**src/design/rrq_pkg.sv**
```systemverilog
// Package for the two-level round-robin run queue unit.
// Holds sizes, entry type, operation and status codes, sequencer states.
// No dependencies.
package rrq_pkg;

  // Sizes
  localparam int QUEUE_DEPTH = 16;
  localparam int ID_BITS     = 16;
  localparam int PID_W       = 22;
  localparam int KEY_W       = 22;
  localparam int ADDR_W      = $clog2(QUEUE_DEPTH);
  localparam int CNT_W       = $clog2(QUEUE_DEPTH + 1);
  localparam int SUM_W       = CNT_W + 1;
  localparam int ENTRY_W     = PID_W + ID_BITS;

  localparam logic [CNT_W-1:0] DEPTH_C = CNT_W'(QUEUE_DEPTH);

  // One queue slot
  typedef struct packed {
    logic [PID_W-1:0]   pid;
    logic [ID_BITS-1:0] id;
  } entry_t;

  // Operation codes
  typedef enum logic [2:0] {
    K_INSERT    = 3'd0,
    K_POP_NEXT  = 3'd1,
    K_ROTATE    = 3'd2,
    K_ERASE_ID  = 3'd3,
    K_ERASE_PID = 3'd4,
    K_FIND_ID   = 3'd5,
    K_FIND_PID  = 3'd6,
    K_MOVE_ID   = 3'd7
  } kind_e;

  // Result status codes
  typedef enum logic [1:0] {
    ST_OK        = 2'd0,
    ST_EMPTY     = 2'd1,
    ST_NOT_FOUND = 2'd2,
    ST_FULL      = 2'd3
  } status_e;

  // Sequencer states
  typedef enum logic [2:0] {
    S_IDLE,
    S_EXEC,
    S_HEAD,
    S_ROT_RD,
    S_ROT_DONE,
    S_SCAN,
    S_FOUND,
    S_SHIFT
  } state_e;

  // Circular slot address: head plus an offset, wrapped at the depth
  function automatic logic [ADDR_W-1:0] wrap_add(logic [ADDR_W-1:0] head,
                                                  logic [CNT_W-1:0]  off);
    logic [SUM_W-1:0] s;
    s = SUM_W'(head) + SUM_W'(off);
    if (s >= SUM_W'(QUEUE_DEPTH)) begin
      s = s - SUM_W'(QUEUE_DEPTH);
    end
    return s[ADDR_W-1:0];
  endfunction

endpackage

```
**src/design/rrq_ram.sv**
```systemverilog
// Generic single-write, single-read RAM with registered read data.
// No dependencies.
module rrq_ram #(
  parameter int  WIDTH = 8,
  parameter int  DEPTH = 16,
  localparam int AddrW = $clog2(DEPTH)
) (
  input  logic             clk_i,
  input  logic             we_i,
  input  logic [AddrW-1:0] waddr_i,
  input  logic [WIDTH-1:0] wdata_i,
  input  logic [AddrW-1:0] raddr_i,
  output logic [WIDTH-1:0] rdata_o
);

  logic [WIDTH-1:0] mem_q [DEPTH];
  logic [WIDTH-1:0] rdata_q;

  // Write port and registered read port
  always_ff @(posedge clk_i) begin
    if (we_i) begin
      mem_q[waddr_i] <= wdata_i;
    end
    rdata_q <= mem_q[raddr_i];
  end

  assign rdata_o = rdata_q;

endmodule

```
**src/design/rrq_cmp.sv**
```systemverilog
// Shared key compare unit: matches a stored entry against the search key.
// Depends on rrq_pkg.
module rrq_cmp (
  input  logic                      by_id_i,
  input  logic [rrq_pkg::KEY_W-1:0] key_i,
  input  rrq_pkg::entry_t           entry_i,
  output logic                      match_o
);

  logic id_hit;
  logic pid_hit;

  // Id match uses the whole stored id; key bits above it must be zero
  assign id_hit  = (key_i == rrq_pkg::KEY_W'(entry_i.id));
  assign pid_hit = (key_i == entry_i.pid);
  assign match_o = by_id_i ? id_hit : pid_hit;

endmodule

```
**src/design/two_level_round_robin_run_queue_unit.sv**
```systemverilog
// Top level of the two-level round-robin run queue unit.
// Depends on rrq_pkg, rrq_ram, rrq_cmp.
//
// Command port: a transaction is taken when start is high and busy is low;
// exactly one result follows, shown for one cycle with valid_o high, and
// the receiver cannot stall it. Each level is a circular buffer in its own
// RAM (one read, one write port) with a head pointer and a count. All work
// goes through the RAM read port, one slot per cycle, with a shared key
// comparator. A search compares one slot per cycle, high level first, then
// low (move looks only in its source level). Erase and move then close the
// gap, shifting each entry behind the match up by one slot. busy is high
// from accept until the result strobe; a new command may be given in the
// strobe cycle.
module two_level_round_robin_run_queue_unit (
  input  logic                        clk_i,
  input  logic                        rst_ni,
  input  logic                        start,
  output logic                        busy,
  input  logic [2:0]                  kind_i,
  input  logic                        level_i,
  input  logic [rrq_pkg::KEY_W-1:0]   key_i,
  output logic                        valid_o,
  output logic [1:0]                  status_o,
  output logic [rrq_pkg::PID_W-1:0]   entry_pid_o,
  output logic [rrq_pkg::ID_BITS-1:0] entry_id_o,
  output logic                        entry_level_o,
  output logic                        all_empty_o
);

  localparam int AW = rrq_pkg::ADDR_W;
  localparam int CW = rrq_pkg::CNT_W;

  // Control state
  rrq_pkg::state_e                      state_q, state_d;
  logic [1:0][CW-1:0]                   cnt_q, cnt_d;
  logic [1:0][AW-1:0]                   head_q, head_d;
  logic [rrq_pkg::ID_BITS-1:0]          serial_q, serial_d;
  logic                                 pend_q, pend_d;
  logic                                 valid_q, valid_d;

  // Command and walk payload
  rrq_pkg::kind_e                       kind_q, kind_d;
  logic                                 level_q, level_d;
  logic [rrq_pkg::KEY_W-1:0]            key_q, key_d;
  logic                                 lv_q, lv_d;
  logic [CW-1:0]                        off_q, off_d;
  logic [CW-1:0]                        poff_q, poff_d;

  // Result registers
  rrq_pkg::status_e                     res_status_q, res_status_d;
  logic [rrq_pkg::PID_W-1:0]            res_pid_q, res_pid_d;
  logic [rrq_pkg::ID_BITS-1:0]          res_id_q, res_id_d;
  logic                                 res_lvl_q, res_lvl_d;

  // RAM ports, one per level
  logic [1:0]                           ram_we;
  logic [1:0][AW-1:0]                   ram_waddr;
  rrq_pkg::entry_t [1:0]                ram_wdata;
  logic [1:0][AW-1:0]                   ram_raddr;
  rrq_pkg::entry_t [1:0]                ram_rdata;

  // Shared flags
  rrq_pkg::entry_t                      cur_rd;
  logic                                 accept;
  logic                                 none;
  logic                                 by_id;
  logic                                 match;
  logic                                 hit;
  logic                                 more;
  logic                                 dst_full;
  logic                                 fail;
  rrq_pkg::status_e                     fail_status;

  // Level memories
  for (genvar g = 0; g < 2; g++) begin : g_level
    rrq_ram #(
      .WIDTH(rrq_pkg::ENTRY_W),
      .DEPTH(rrq_pkg::QUEUE_DEPTH)
    ) u_ram (
      .clk_i  (clk_i),
      .we_i   (ram_we[g]),
      .waddr_i(ram_waddr[g]),
      .wdata_i(ram_wdata[g]),
      .raddr_i(ram_raddr[g]),
      .rdata_o(ram_rdata[g])
    );
  end

  // Key comparator
  rrq_cmp u_cmp (
    .by_id_i(by_id),
    .key_i  (key_q),
    .entry_i(cur_rd),
    .match_o(match)
  );

  assign cur_rd   = ram_rdata[lv_q];
  assign busy     = (state_q != rrq_pkg::S_IDLE);
  assign accept   = start && !busy;
  assign none     = (cnt_q[0] == '0) && (cnt_q[1] == '0);
  assign by_id    = (kind_q == rrq_pkg::K_ERASE_ID) || (kind_q == rrq_pkg::K_FIND_ID) ||
                    (kind_q == rrq_pkg::K_MOVE_ID);
  assign hit      = pend_q && match;
  assign more     = (off_q < cnt_q[lv_q]);
  assign dst_full = (cnt_q[level_q] == rrq_pkg::DEPTH_C);

  // Next state
  always_comb begin
    state_d = state_q;
    unique case (state_q)
      rrq_pkg::S_IDLE: begin
        if (accept) state_d = rrq_pkg::S_EXEC;
      end
      rrq_pkg::S_EXEC: begin
        unique case (kind_q) inside
          rrq_pkg::K_INSERT: state_d = rrq_pkg::S_IDLE;
          rrq_pkg::K_POP_NEXT, rrq_pkg::K_ROTATE: begin
            state_d = none ? rrq_pkg::S_IDLE : rrq_pkg::S_HEAD;
          end
          default: begin
            state_d = none ? rrq_pkg::S_IDLE : rrq_pkg::S_SCAN;
          end
        endcase
      end
      rrq_pkg::S_HEAD: begin
        state_d = (kind_q == rrq_pkg::K_ROTATE) ? rrq_pkg::S_ROT_RD : rrq_pkg::S_IDLE;
      end
      rrq_pkg::S_ROT_RD:   state_d = rrq_pkg::S_ROT_DONE;
      rrq_pkg::S_ROT_DONE: state_d = rrq_pkg::S_IDLE;
      rrq_pkg::S_SCAN: begin
        if (hit) begin
          state_d = rrq_pkg::S_FOUND;
        end else if (!more && !(lv_q && kind_q != rrq_pkg::K_MOVE_ID)) begin
          state_d = rrq_pkg::S_IDLE;
        end
      end
      rrq_pkg::S_FOUND: begin
        if (kind_q == rrq_pkg::K_FIND_ID || kind_q == rrq_pkg::K_FIND_PID ||
            (kind_q == rrq_pkg::K_MOVE_ID && dst_full)) begin
          state_d = rrq_pkg::S_IDLE;
        end else begin
          state_d = rrq_pkg::S_SHIFT;
        end
      end
      rrq_pkg::S_SHIFT: begin
        if (!more) state_d = rrq_pkg::S_IDLE;
      end
      default: state_d = rrq_pkg::S_IDLE;
    endcase
  end

  // Datapath, RAM control and results
  always_comb begin
    cnt_d        = cnt_q;
    head_d       = head_q;
    serial_d     = serial_q;
    pend_d       = pend_q;
    valid_d      = 1'b0;
    kind_d       = kind_q;
    level_d      = level_q;
    key_d        = key_q;
    lv_d         = lv_q;
    off_d        = off_q;
    poff_d       = poff_q;
    res_status_d = res_status_q;
    res_pid_d    = res_pid_q;
    res_id_d     = res_id_q;
    res_lvl_d    = res_lvl_q;
    ram_we       = '0;
    ram_waddr    = '0;
    ram_wdata    = '0;
    ram_raddr    = '0;
    fail         = 1'b0;
    fail_status  = rrq_pkg::ST_OK;

    unique case (state_q)
      rrq_pkg::S_IDLE: begin
        if (accept) begin
          kind_d  = rrq_pkg::kind_e'(kind_i);
          level_d = level_i;
          key_d   = key_i;
        end
      end

      rrq_pkg::S_EXEC: begin
        unique case (kind_q) inside
          rrq_pkg::K_INSERT: begin
            if (dst_full) begin
              fail        = 1'b1;
              fail_status = rrq_pkg::ST_FULL;
            end else begin
              ram_we[level_q]    = 1'b1;
              ram_waddr[level_q] = rrq_pkg::wrap_add(head_q[level_q], cnt_q[level_q]);
              ram_wdata[level_q] = '{pid: key_q, id: serial_q};
              cnt_d[level_q]     = cnt_q[level_q] + CW'(1);
              serial_d           = serial_q + rrq_pkg::ID_BITS'(1);
              res_status_d       = rrq_pkg::ST_OK;
              res_pid_d          = key_q;
              res_id_d           = serial_q;
              res_lvl_d          = level_q;
              valid_d            = 1'b1;
            end
          end
          rrq_pkg::K_POP_NEXT, rrq_pkg::K_ROTATE: begin
            if (none) begin
              fail        = 1'b1;
              fail_status = rrq_pkg::ST_EMPTY;
            end else begin
              // Serve high when it holds anything
              lv_d = (cnt_q[1] != '0);
              ram_raddr[lv_d] = head_q[lv_d];
            end
          end
          default: begin
            if (none) begin
              fail        = 1'b1;
              fail_status = rrq_pkg::ST_EMPTY;
            end else begin
              lv_d   = (kind_q == rrq_pkg::K_MOVE_ID) ? !level_q : 1'b1;
              off_d  = '0;
              pend_d = 1'b0;
            end
          end
        endcase
      end

      // Head entry is on the read data
      rrq_pkg::S_HEAD: begin
        head_d[lv_q] = rrq_pkg::wrap_add(head_q[lv_q], CW'(1));
        if (kind_q == rrq_pkg::K_ROTATE) begin
          ram_we[lv_q]    = 1'b1;
          ram_waddr[lv_q] = rrq_pkg::wrap_add(head_q[lv_q], cnt_q[lv_q]);
          ram_wdata[lv_q] = cur_rd;
        end else begin
          cnt_d[lv_q]  = cnt_q[lv_q] - CW'(1);
          res_status_d = rrq_pkg::ST_OK;
          res_pid_d    = cur_rd.pid;
          res_id_d     = cur_rd.id;
          res_lvl_d    = lv_q;
          valid_d      = 1'b1;
        end
      end

      // Read the new head after the rotate write has landed
      rrq_pkg::S_ROT_RD: begin
        ram_raddr[lv_q] = head_q[lv_q];
      end

      rrq_pkg::S_ROT_DONE: begin
        res_status_d = rrq_pkg::ST_OK;
        res_pid_d    = cur_rd.pid;
        res_id_d     = cur_rd.id;
        res_lvl_d    = lv_q;
        valid_d      = 1'b1;
      end

      // Walk one slot per cycle, compare the slot read in the previous cycle
      rrq_pkg::S_SCAN: begin
        if (hit) begin
          res_pid_d = cur_rd.pid;
          res_id_d  = cur_rd.id;
          res_lvl_d = lv_q;
          pend_d    = 1'b0;
        end else if (more) begin
          ram_raddr[lv_q] = rrq_pkg::wrap_add(head_q[lv_q], off_q);
          poff_d          = off_q;
          off_d           = off_q + CW'(1);
          pend_d          = 1'b1;
        end else if (lv_q && kind_q != rrq_pkg::K_MOVE_ID) begin
          lv_d   = 1'b0;
          off_d  = '0;
          pend_d = 1'b0;
        end else begin
          fail        = 1'b1;
          fail_status = rrq_pkg::ST_NOT_FOUND;
        end
      end

      rrq_pkg::S_FOUND: begin
        res_status_d = rrq_pkg::ST_OK;
        off_d        = poff_q + CW'(1);
        pend_d       = 1'b0;
        unique case (kind_q) inside
          rrq_pkg::K_FIND_ID, rrq_pkg::K_FIND_PID: begin
            valid_d = 1'b1;
          end
          rrq_pkg::K_MOVE_ID: begin
            if (dst_full) begin
              fail        = 1'b1;
              fail_status = rrq_pkg::ST_FULL;
            end else begin
              ram_we[level_q]    = 1'b1;
              ram_waddr[level_q] = rrq_pkg::wrap_add(head_q[level_q], cnt_q[level_q]);
              ram_wdata[level_q] = '{pid: res_pid_q, id: res_id_q};
              cnt_d[level_q]     = cnt_q[level_q] + CW'(1);
            end
          end
          default: ;
        endcase
      end

      // Close the gap: slot j+1 moves to slot j, read and write overlapped
      rrq_pkg::S_SHIFT: begin
        if (pend_q) begin
          ram_we[lv_q]    = 1'b1;
          ram_waddr[lv_q] = rrq_pkg::wrap_add(head_q[lv_q], poff_q - CW'(1));
          ram_wdata[lv_q] = cur_rd;
        end
        if (more) begin
          ram_raddr[lv_q] = rrq_pkg::wrap_add(head_q[lv_q], off_q);
          poff_d          = off_q;
          off_d           = off_q + CW'(1);
          pend_d          = 1'b1;
        end else begin
          pend_d      = 1'b0;
          cnt_d[lv_q] = cnt_q[lv_q] - CW'(1);
          valid_d     = 1'b1;
        end
      end

      default: ;
    endcase

    // Failed command: status only, fields zero
    if (fail) begin
      res_status_d = fail_status;
      res_pid_d    = '0;
      res_id_d     = '0;
      res_lvl_d    = 1'b0;
      valid_d      = 1'b1;
    end
  end

  // Control registers
  always_ff @(posedge clk_i or negedge rst_ni) begin
    if (!rst_ni) begin
      state_q  <= rrq_pkg::S_IDLE;
      cnt_q    <= '0;
      head_q   <= '0;
      serial_q <= '0;
      pend_q   <= 1'b0;
      valid_q  <= 1'b0;
    end else begin
      state_q  <= state_d;
      cnt_q    <= cnt_d;
      head_q   <= head_d;
      serial_q <= serial_d;
      pend_q   <= pend_d;
      valid_q  <= valid_d;
    end
  end

  // Payload registers
  always_ff @(posedge clk_i) begin
    kind_q       <= kind_d;
    level_q      <= level_d;
    key_q        <= key_d;
    lv_q         <= lv_d;
    off_q        <= off_d;
    poff_q       <= poff_d;
    res_status_q <= res_status_d;
    res_pid_q    <= res_pid_d;
    res_id_q     <= res_id_d;
    res_lvl_q    <= res_lvl_d;
  end

  // Outputs
  assign valid_o       = valid_q;
  assign status_o      = res_status_q;
  assign entry_pid_o   = res_pid_q;
  assign entry_id_o    = res_id_q;
  assign entry_level_o = res_lvl_q;
  assign all_empty_o   = none;

  // Checks
  a_result_when_idle: assert property (@(posedge clk_i) disable iff (!rst_ni)
    valid_o |-> !busy)
    else $error("result strobe while a command is still running");

  a_fail_fields_zero: assert property (@(posedge clk_i) disable iff (!rst_ni)
    (valid_o && status_o != rrq_pkg::ST_OK) |->
      (entry_pid_o == '0 && entry_id_o == '0 && !entry_level_o))
    else $error("failed command returned nonzero entry fields");

  a_count_bound: assert property (@(posedge clk_i) disable iff (!rst_ni)
    (cnt_q[0] <= rrq_pkg::DEPTH_C) && (cnt_q[1] <= rrq_pkg::DEPTH_C))
    else $error("queue count above depth");

  a_busy_from_start: assert property (@(posedge clk_i) disable iff (!rst_ni)
    $rose(busy) |-> $past(start))
    else $error("busy rose without a start");

endmodule

```
**config.mk**
```make
export PLATFORM = sky130hd
export DESIGN_NAME = two_level_round_robin_run_queue_unit
export DESIGN_NICKNAME = d
export VERILOG_FILES = /design/src/design/rrq_pkg.sv /design/src/design/rrq_ram.sv /design/src/design/rrq_cmp.sv /design/src/design/two_level_round_robin_run_queue_unit.sv
export SDC_FILE = /design/constraint.sdc
export NUM_CORES = 2
export LEC_CHECK = 0
export BUFFER_PORTS_ARGS = -buffer_cell sky130_fd_sc_hd__buf_2
export CELL_PAD_IN_SITES_DETAIL_PLACEMENT = 1
export CELL_PAD_IN_SITES_GLOBAL_PLACEMENT = 2
export CORE_AREA = 2 2 417 316
export CTS_CLUSTER_DIAMETER = 120
export DETAILED_ROUTE_END_ITERATION = 10
export DIE_AREA = 0 0 419 318
export GPL_ROUTABILITY_DRIVEN = 1
export GPL_TIMING_DRIVEN = 0
export PLACE_DENSITY = 0.78
export SLEW_MARGIN = 20
export SYNTH_ARGS = -nofsm -noshare
export SYNTH_HDL_FRONTEND = slang
export SYNTH_HIERARCHICAL = 1
export SYNTH_SLANG_ARGS = --single-unit
```
**constraint.sdc**
```tcl
create_clock -name clk_i -period 6 [get_ports clk_i]
set_input_delay 1.2 -clock clk_i [delete_from_list [all_inputs] [get_ports clk_i]]
set_output_delay 1.2 -clock clk_i [all_outputs]
set_load 0.02 [all_outputs]
```
# Word level (Yosys, flattened, before mapping)
# Memories as Yosys holds them, arrays and structs flattened. A register that Yosys moved wholly into a read port is not among the register bits.
# Index checks and enable logic that the tools add are counted.
[op_classes] order_cmp=12 muxes=166 addsub=16 n_bitwise=12 n_reduce_logical=43 eq_ne=37
[op_table] op="2-to-1 mux 76 bit" n=6
[op_table] op="one-hot mux 76 bit (4 select lines)" n=1
[op_table] op="AND 76 bit" n=3
[op_table] op="2-to-1 mux 38 bit" n=4
[op_table] op="2-to-1 mux 4 bit" n=28
[op_table] op="2-to-1 mux 22 bit" n=4
[op_table] op="2-to-1 mux 8 bit" n=11
[op_table] op="one-hot mux 22 bit (4 select lines)" n=1
[op_table] op="demux 38 bit (select 1 bit)" n=2
[op_table] op="2-to-1 mux 5 bit" n=14
[op_table] op="AND 8 bit" n=8
[op_table] op="2-to-1 mux 16 bit" n=4
[op_table] op="one-hot mux 16 bit (4 select lines)" n=1
[op_table] op="one-hot mux 8 bit (4 select lines)" n=2
[op_table] op="2-to-1 mux 10 bit" n=5
[op_table] op="one-hot mux 10 bit (4 select lines)" n=1
[op_table] op="2-to-1 mux 1 bit" n=36
[op_table] op="2-to-1 mux 2 bit" n=17
[op_table] op="!= test 2 bit (second input constant)" n=14
[op_table] op="adder 4 x 5 -> 6 bit" n=4
[op_table] op=">= comparator 6 x 5 -> 1 bit (second input constant)" n=4
[op_table] op="one-hot mux 3 bit (8 select lines)" n=1
[op_table] op="== test 22 x 16 -> 1 bit" n=1
[op_table] op="== test 22 bit" n=1
[op_table] op="other kinds (47)" n=113
[totals] register_bits=117 mem_count=2 ram_bits=1216 output_inout_bits=44
[memory_table] name="g_level[0].u_ram.mem_q" words=16 width=38 read_ports=1 rd_clocked_by_memory_dff=1 write_ports=1 line_no="rrq_ram.sv:16" source="logic [WIDTH-1:0] mem_q [DEPTH];"
[memory_table] name="g_level[1].u_ram.mem_q" words=16 width=38 read_ports=1 rd_clocked_by_memory_dff=1 write_ports=1 line_no="rrq_ram.sv:16"

# Depth between registers and ports, before layout
[depth] depth_word=12 ltp_mapped=21 mapped_depth_nobuf=16

# Cells and area by module
# Netlist, hierarchy kept.
[by_module_without_submodules] module="rrq_ram" n_inst=2 cells_per_inst=989 area_per_inst_um2=23570.1
[by_module_without_submodules] module="two_level_round_robin_run_queue_unit" n_inst=1 cells_per_inst=929 area_per_inst_um2=8735.9
[by_module_without_submodules] module="rrq_cmp" n_inst=1 cells_per_inst=71 area_per_inst_um2=549.3

# Worst setup path before layout
# OpenSTA, ideal clock, no wires.
[synth_path] kind="reg-to-reg" start="register level_q" end="memory g_level[0].u_ram/mem_q[0][0] (netlist name) (enable)" path_stages_with_launch=10 path_slack_ns=-0.063 arrival_time_ns=5.582 setup_time_ns=0.480 synth_period_minus_slack_ns=6.063 required_ns=5.520 path_cell_list="edfxtp_1 clkbuf_1 clkbuf_1 mux2_2 ha_1 fa_1 xnor2_1 o221ai_1 or3b_2 nor3_1"
[synth_lines] item="start: declaration" line_no="two_level_round_robin_run_queue_unit.sv:43" source="logic level_q, level_d;"
[synth_lines] item="start signal: assignment" line_no="two_level_round_robin_run_queue_unit.sv:356" source="level_q <= level_d;"
[synth_lines] item="end: declaration" line_no="rrq_ram.sv:16"

==> reports/qor.txt <==
RSZ-0062 raised after global routing: no
H-tree Lvls: 4
CP peak stage delay: 0.54 ns
First DRT Iteration DRCs: 3680
Critical Path Slowest Stage Cell: mux4_2
Lkg Pwr: 21.9 nW
Top Ports: 73
most common cell after layout, fill and taps aside: edfxtp_1
flop2flop setup slack: 0.20 ns
syn_nets: 3035
vias after detailed routing: 30700
Int Pwr: 18.4 mW
worst vdd ir: 394 uV
Worst-path clk slew: 0.06 ns
worst setup slack after placement: -1.57 ns
Worst Slack Setup Final: 0.200 ns
Req. time, crit path: 6.61 ns
Final Net Count: 3335
warning count from the yosys run: 6
slew at the pin with the worst max-slew slack: 1.14 ns
Synth cell types: 85
max-slew violation count: 0
Worst Setup End Kind: flip-flop
Comb pwr share: 22.3%
final hold viol count: 0
row cnt: 115
largest buffer count on any clock path: 3
clk_skew: 0.0470 ns
switch share: 30.3%
worst reg2reg path endpoint: g_level[1].u_ram/rdata_o[5]
CTS tree: done
Routed WL per cell: 31.5 microns
status: finished, final reports clean
area delta synth->final: 15.6%
post-route ant nets: 0
Placeable Area: 0.130 sq mm
Util after Layout: 50.3%
Min Clock Period, post-route: 5.80 ns
cell area after layout: 0.0652 sq mm
number of synthesized register bits: 1409
final worst path period share: 96.7%
PwrDens: 404 mW/mm^2
Setup CP Type: reg2reg
syn avg cell area: 18.9 sq um
die extent in x: 419 microns
CTS buffer count: 137
drt pass-1 iters: 6
detailed placer's ending HPWL: 115000 microns
Worst Path Buf+Inv: 8
Max Freq: 172 MHz
commonest cells after routing, fill and taps aside: edfxtp_1 (1255), mux4_2 (304), nand2_1 (190)
sequential area share after synthesis: 72.6%
clock network fraction of design power: 32.8%
Clock Sinks: 1409
first-pass GRT wire length: 234000 microns
EDFF count, synth: 1255
hold-fix buffers at CTS: 0
CP Depth: 18
total chip power: 26.3 mW
final setup TNS: 0 ns
crit path DAT: 6.41 ns
sw power: 7.97 mW
Setup crit start kind: flip-flop
routability cong.: 0.910
post-synth top area cell: edfxtp_1
Mapped Area: 0.0564 sq mm
Fillers: 11800
Starting Density: 43.5%
Reg power frac: 44.9%
FFs w/ async S/R, synth: 2.77%
IO Port Bufs: 72
worst r2r path cells: 18
antenna cells: 0
Slew headroom: 23.5%
CP Max Fanout: 10
DIE HEIGHT: 318 microns
most used cell, CP: buf_4
worst-path cell chain: buf_4 -> buf_4 -> buf_4 -> buf_4 -> buf_4 -> mux2i_2 -> ha_1 -> and2_0 -> a221oi_1 -> and3_4 -> and2_1 -> a22o_1 -> buf_6 -> buf_6 -> buf_6 -> mux4_2 -> a22oi_1 -> nand2_1
GRT Overall Usage: 24.6%
Yosys top cell area share: 66.8%
placed insts: 4894
Hold Crit Class: in2async
initial antenna violation count: 2
final hold slack: 0.448 ns
WL final: 162000 microns
placed standard-cell area: 0.0607 sq mm
vias per cell: 5.98
endpoints failing setup: 0
number of max-cap violations: 0
Final Non-Filler Cells: 5142
largest net degree at the start of global routing: 40
Synth Flop Type: edfxtp_1
CTS root buf: clkbuf_16
drt drc: 0
post-synthesis instance total: 2978
Die ar.: 0.133 sq mm
gr ovfl total: 0
clk_lat worst skew: 0.79 ns
layout cells sized above 1: 26.8%
Crit Reg-Reg Startpoint: lv_q
Synth area leaders: edfxtp_1 (67%), mux4_2 (12%), dfxtp_1 (4.1%)
delay-heaviest family, CP: buffers and inverters
number of global-route vias before repair: 32100
-- worst max-delay path by stage --
stage | end | startpoint
floorplan | g_level[0].u_ram/mem_q[8][0] | level_q
global placement | g_level[0].u_ram/mem_q[8][24] | lv_q
detailed placement | g_level[1].u_ram/rdata_o[5] | lv_q
CTS | g_level[1].u_ram/rdata_o[24] | lv_q
global route | g_level[0].u_ram/rdata_o[27] | lv_q
finish | g_level[1].u_ram/rdata_o[5] | lv_q
-- cells in the mapped netlist (4+ instances only) --
library cell     n
a32oi_1         38
o31ai_1          5
and2_1           8
ha_1            24
a31oi_1          8
nor3_2           4
mux4_2         304
o22ai_1         14
mux2i_1         96
dfxtp_1        115
buf_4            9
xor2_1          25
a21o_1           7
a211oi_1         5
fa_1             4
mux2_2          48
a21oi_1         17
a22o_1           7
buf_2           60
xnor2_1         35
nor2_1          56
nand4_1          9
nor4_1           5
inv_1          110
buf_1            7
edfxtp_1      1255
nand2b_1         8
nand3_1         19
dfrtp_1         39
buf_6           27
nor2b_1         47
a22oi_1        156
nand3b_1         6
nand2_1        190
a222oi_1        41
clkbuf_1        64
nor3b_1          5
and3_1          11
nor3_1          18
o21ai_0         10
-- cell families after synthesis --
family,Yosys count,share of synthesized area (%)
buffers and inverters,279,2.44
adders and majority gates,28,0.674
and+or+nand+nor,410,3.58
muxes,451,14.9
AOI/OAI and AO/OA,340,4.86
DFF,1409,72.6
xor gates and xnor gates,61,0.980
-- sequential cells by signal, summed over array words and instances (netlist names) --
name,count
poff_q,5
entry_id_o,16
pend_q,1
key_q,22
kind_q,3
entry_level_o,1
lv_q,1
valid_o,1
head_q,8
off_q,5
g_level.u_ram/rdata_o,76
status_o,2
state_q,3
serial_q,16
g_level.u_ram/mem_q,1216
entry_pid_o,22
level_q,1
cnt_q,10
-- area by class of cell --
type | instances | area [sq um] | area share (%)
plain buffers | 166 | 1000 | 1.53
clock buffers | 180 | 3750 | 5.74
clock inverters | 68 | 713 | 1.09
inverters | 111 | 417 | 0.639
multi-input cells | 1290 | 14400 | 22.0
flip-flops and latches | 1409 | 41000 | 62.8
well taps | 1755 | 2200 | 3.37
repair buffers | 163 | 1820 | 2.79
-- power by group through the flow --
stage / Clock (mW) / Sequential [mW] / Combinational [mW]
after detailed placement: 0 / 12.0 / 5.78
after floorplan: 0 / 11.8 / 3.73
after CTS: 8.78 / 11.8 / 5.85
after global routing: 9.15 / 11.9 / 6.26
final: 8.64 / 11.8 / 5.88
after global placement: 0 / 12.0 / 5.62
-- layer usage --
metal / global-route usage, % / up-vias / wire [microns] / part of all wire (%)
met1: 36.9 / 16600 / 72400 / 45
met2: 36.7 / 1240 / 73600 / 45
met3: 4.59 / 238 / 11700 / 7.2
li1: - / 12700 / - / -
met5: 0 / - / 0 / 0
met4: 7.25 / 0 / 4350 / 2.7
-- what timing repair did --
action / 4_1_cts / 5_1_grt
setup buffers: 2 / 0
gates resized for setup: 36 / 17
setup endpoints to repair: 76 / 46
pin swaps: 1 / 0
(Power assumes the default switching activity.)
